<file path="src/rtl/clebu_pkg.sv">
// ----------------------------------------------------------------------------
// clebu_pkg
// Shared types and constants of the cursor line edit buffer.
// ----------------------------------------------------------------------------
package clebu_pkg;

   localparam int CAPACITY = 256;
   localparam int IDX_W    = $clog2(CAPACITY);
   localparam int LEN_W    = 9;
   localparam int CODE_W   = 32;
   localparam int CSR_W    = 2;

   // register indexes
   localparam logic [CSR_W-1:0] CSR_MAX_LENGTH = 2'd0;
   localparam logic [CSR_W-1:0] CSR_LEFT_KEY   = 2'd1;
   localparam logic [CSR_W-1:0] CSR_RIGHT_KEY  = 2'd2;

   localparam logic [LEN_W-1:0]  MAX_LENGTH_RST = LEN_W'(CAPACITY);
   localparam logic [CODE_W-1:0] LEFT_KEY_RST   = 32'd1073741904;
   localparam logic [CODE_W-1:0] RIGHT_KEY_RST  = 32'd1073741903;

   localparam logic [CODE_W-1:0] KEY_BACKSPACE  = 32'd8;
   localparam logic [CODE_W-1:0] KEY_DELETE     = 32'd127;

   typedef struct packed {
      logic              is_char;
      logic [CODE_W-1:0] key_code;
      logic [7:0]        read_index;
   } req_type;

   typedef struct packed {
      logic              edit_applied;
      logic [8:0]        text_len;
      logic [8:0]        cursor_at;
      logic [CODE_W-1:0] read_data;
   } rsp_type;

   // edit command broadcast to every cell
   typedef struct packed {
      logic              ins;
      logic              del;
      logic [LEN_W-1:0]  pos;
      logic [CODE_W-1:0] code;
   } edit_ctrl_type;

endpackage

</file>
<file path="src/rtl/clebu_cell.sv">
// ----------------------------------------------------------------------------
// clebu_cell
// One codepoint slot of the buffer; shifts with its neighbours on an edit.
// ----------------------------------------------------------------------------
module clebu_cell (
   input  logic                           clock,
   input  clebu_pkg::edit_ctrl_type       ctrl,
   input  logic [clebu_pkg::LEN_W-1:0]    index,
   input  logic [clebu_pkg::CODE_W-1:0]   left_data,
   input  logic [clebu_pkg::CODE_W-1:0]   right_data,
   output logic [clebu_pkg::CODE_W-1:0]   data
);
   import clebu_pkg::*;

   logic [CODE_W-1:0] data_ff;
   logic [CODE_W-1:0] data_in;

   always_comb begin
      data_in = data_ff;
      if (ctrl.ins) begin
         if (index > ctrl.pos) begin
            data_in = left_data;
         end else if (index == ctrl.pos) begin
            data_in = ctrl.code;
         end
      end else if (ctrl.del) begin
         if (index >= ctrl.pos) begin
            data_in = right_data;
         end
      end
   end

   always_ff @(posedge clock) begin
      data_ff <= data_in;
   end

   assign data = data_ff;

endmodule

</file>
<file path="config.mk">
export PLATFORM = sky130hd
export DESIGN_NAME = clebu_cell
export DESIGN_NICKNAME = d
export VERILOG_FILES = /design/src/rtl/clebu_pkg.sv /design/src/rtl/clebu_cell.sv
export SDC_FILE = /design/constraint.sdc
export NUM_CORES = 1
export LEC_CHECK = 0
export BUFFER_PORTS_ARGS = -buffer_cell sky130_fd_sc_hd__buf_4
export CORE_MARGIN = 2
export CORE_UTILIZATION = 40
export CTS_CLUSTER_SIZE = 20
export DETAILED_ROUTE_END_ITERATION = 6
export PLACE_DENSITY = 0.78
export REMOVE_ABC_BUFFERS = 1
export SETUP_SLACK_MARGIN = 0.1
export SLEW_MARGIN = 20
export SYNTH_ARGS = -nofsm -noshare
export SYNTH_HDL_FRONTEND = slang
export SYNTH_SLANG_ARGS = --single-unit
</file>
<file path="constraint.sdc">
create_clock -name clock -period 4.09 [get_ports clock]
set_input_delay 0.6135 -clock clock [delete_from_list [all_inputs] [get_ports clock]]
set_output_delay 0.6135 -clock clock [all_outputs]
set_load 0.01 [all_outputs]
</file>
After elaboration in Yosys (flattened, before gate mapping)
Cells that the tools add are included.
Operators by class
  magnitude comparators: 2
  equality and inequality tests: 2
  muxes and demuxes: 5
  reductions and logical operators: 3
Operators with widths (number)
  2-to-1 mux 32 bit: 5
  == test 9 bit: 1
  greater-or-equal comparator 9 bit: 1
  greater-than comparator 9 bit: 1
  nonzero test 2 bit: 2
  != test 3 x 1 -> 1 bit, second input constant: 1
  AND reduction 3 bit: 1
Word-level totals
  register bits after elaboration: 32
  input port bits: 117
  output and inout bits: 32
  logic and storage cells: 13

Logic depth before layout (Yosys ltp)
  word-level depth: 4
  mapped depth: 9
  depth with buffers taken out: 7

Worst setup path before layout
No wires, ideal clock.
  path type: input to register
  start point: input port ctrl[40] in the netlist's numbering
  end point: register data_ff[0], in the netlist data[0], enable pin
  library setup time: 0.441 ns
  arrival: 3.435 ns
  required time: 3.649 ns
  path slack: 0.215 ns
  stages: 6
  path buffers: 1
  cells stage by stage: inv_1 > ha_1 > nand4_4 > o221a_2 > buf_2 > a31oi_1
On the way
  word-level cells in the longest chain between the ends: 3
  elaborated cells on any way between the ends: 6
  those cells by class: 2 x order compare; 2 x eq/ne; 2 x reduce/logical
Ends and longest elaborated chain
  from (decl): RTL line clebu_cell.sv:7  | input clebu_pkg::edit_ctrl_type ctrl,
  greater-than comparator 9 bit, or another cell as far along: RTL line clebu_cell.sv:21  | if (index > ctrl.pos) begin
  != test 3 x 1 -> 1 bit (no source line) or nonzero test 2 bit (tied branches)
  AND reduction 3 bit (no source line) (*)
  to (signal assigned): RTL line clebu_cell.sv:34  | data_ff <= data_in;
  to (decl): RTL line clebu_cell.sv:15  | logic [CODE_W-1:0] data_ff;
Every way passes the cells marked *; elsewhere a longest branch is shown, timed or not.
A chain may end at the register's enable or synchronous reset.

Worst setup path after layout
  start point: input port ctrl[40] in the netlist's numbering
  end point: register data_ff[17], in the netlist data[17] (data pin)
On the way
  word-level cells in the longest chain between the ends: 3
Ends and longest elaborated chain
  greater-than comparator 9 bit: RTL line clebu_cell.sv:21
  2-to-1 mux 32 bit: RTL line clebu_cell.sv:21
  2-to-1 mux 32 bit: RTL line clebu_cell.sv:20  | if (ctrl.ins) begin
  net data_in[17]: RTL line clebu_cell.sv:16  | logic [CODE_W-1:0] data_in;
The timed path passes the listed nets, and every way through them passes these cells.

==> out/summary.txt <==
Via density - 5.89
die area - 6860 sq um
Crit-path slowest cell - and4_1
Chip Height - 82.8 um
drt pass-1 iters - 4
LEAKAGE - 1.53 nW
status - completed
post-CTS setup buffer count - 0
Netlist cell types - 23
total gr overflow - 0
area delta synth->final - 47.1%
Cell Chain, Critical Path - buf_4, inv_1, ha_1, nand4_4, nor2_4, and4_1, buf_4, a31oi_1, nand3_1
layout cell share with drive strength beyond 1 - 43.0%
initial core utilization - 41.7%
Placer Congestion - 0.707
RSZ-0062 raised after global routing - no
commonest cells after routing, fill and taps aside - buf_4, nor2b_1
FMAX - 0.392 GHz
n_diodes - 0
area of the multi-input gates - 1330 sq um
CP max FO - 17
# IOs - 149
Hold Path Cell Cnt - 3
Avg Cell Area, Syn - 9.55 sq um
CTS tree - done
FF/Latch Area - 961 sq um
Post-Syn Area - 2480 sq um
first-pass GRT wire length - 11.8 mm
total CTS buffers - 5
Startpoint Class - input port
drt total wl - 7.84 mm
#FFs+latches synth - 32
Final setup viols - 0
routed length per instance - 16.9 um
Worst EP required - 4230 ps
Peak VDD IR - 0.138 mV
H-tree depth - 2
Hold Path Sink - data[10]
commonest non-fill, non-tap cell in the layout - buf_4
crit share post-route - 62.4%
post-route ant nets - 0
area post-placement - 3570 sq um
PwrDens - 281 nW/um^2
Largest register FFs - 32
number of global-route vias before repair - 2737
post-layout util - 61.3%
HP Class - in -> reg
post-CTS sizing - 0
number of DRC markers in iteration 0 - 192
max_cap viols - 0
Fill cells - 509
Core Rows - 28
GRT Total Usage - 22.2%
largest net degree at the start of global routing - 85
minimum clock period - 2550 ps
clk sink count - 32
HP Start - ctrl[10]
most frequent CP cell - buf_4
Setup TNS Final - 0 ps
crit path DAT - 2690 ps
CP endpoint kind - flip-flop
synth warn - 0
die span in x - 82.8 um
Cells after Synth - 260
via count - 2726
DRC - 0
Total Power - 1.03 mW
Final Hold Viols - 0
IO Port Bufs - 148
Finished Cell Area - 3650 sq um
Core Area - 5960 sq um
CP max stage delay - 670 ps
measured slew at the worst slew-check pin - 1020 ps
sequential fraction of the synthesis area - 38.7%
Max Slew Vio Count - 0
Clock transition at path regs - 70 ps
Clock Path Buffers - 2
initial antenna violation count - 0
Final #Nets - 514
Slew Limit Headroom - 31.9%
Root Driver - clkbuf_8
DP HPWL - 5.55 mm
Crit Path Class - in -> reg
cts hold-fix bufs - 0
[final cells by class]
cell class / count / area share [%]
multi-input combinational: 186 / 36.5
timing repair buffer: 154 / 31.7
sequential: 32 / 26.3
tap: 75 / 2.57
clock buffer: 5 / 1.88
inverter: 9 / 0.925
clock inverter: 2 / 0.206
[metrics by stage]
stage,hold WS [ps],std cells,setup slack (ps)
after floorplan,838,227,20.3
after global placement,944,456,1270
after detailed placement,948,456,1200
after CTS,653,463,1480
after global routing,669,463,1390
final,666,463,1540
[logic make-up (layout without fill, tap and decap cells)]
logic type                 Yosys count  in the layout  synth area share [%]
adders and majority gates            9              9                  4.53
DFF                                 32             32                  38.7
buffers and inverters               42            170                  8.82
AOI/OAI and AO/OA                   73             73                  22.5
and+or+nand+nor                    104            104                  25.4
[routing by layer]
| metal | GRT usage [%] | share of wire, % | vias to the layer above |
|---|---|---|---|
| met2 | 41.9 | 52 | 149 |
| met3 | 4.55 | 10 | 2 |
| met4 | 4.92 | 0.33 | 0 |
| met5 | 0 | 0 | - |
| met1 | 25.6 | 37 | 1262 |
| li1 | - | - | 1313 |
[power breakdown]
part | leakage, nW | switching (mW) | total [mW] | internal (mW)
Combinational | 1.19 | 0.174 | 0.360 | 0.186
Clock | 0.0391 | 0.110 | 0.222 | 0.112
Sequential | 0.298 | 0.0157 | 0.444 | 0.428
[cell usage after synthesis]
cell type / count / area [sq um]
a21oi_1: 3 / 15.0
a31oi_1: 33 / 206
and4_1: 1 / 8.76
buf_2: 16 / 80.1
buf_6: 1 / 11.3
buf_8: 3 / 45.0
clkbuf_1: 13 / 48.8
edfxtp_1: 32 / 961
ha_1: 9 / 113
inv_1: 9 / 33.8
nand2_1: 2 / 7.51
nand3_1: 32 / 160
nand4_1: 32 / 200
nand4_2: 1 / 12.5
nand4_4: 1 / 21.3
nor2_1: 1 / 3.75
nor2_4: 1 / 11.3
nor2b_1: 33 / 206
o2111ai_1: 32 / 280
o21a_1: 2 / 15.0
o21ai_4: 1 / 16.3
o221a_2: 1 / 11.3
o221ai_2: 1 / 15.0
[worst max-delay path by stage]
stage / slack (ps) / from / depth (start not counted) / end
finish: 1540 / ctrl[40] / 9 / data[17]
global route: 1390 / ctrl[40] / 9 / data[2]
CTS: 1480 / ctrl[40] / 8 / data[17]
detailed placement: 1200 / ctrl[40] / 8 / data[17]
global placement: 1270 / index[8] / 7 / data[9]
floorplan: 20 / ctrl[40] / 6 / data[0]
[worst max-delay path, delay by kind of cell]
family | cells | cell delay [ps]
AND/OR/NAND/NOR | 4 | 1140
buffers and inverters | 3 | 440
AO/OA/AOI/OAI | 1 | 120
adder cells (fa/ha/maj) | 1 | 350
Note: power is estimated with default switching activity, not from simulation.
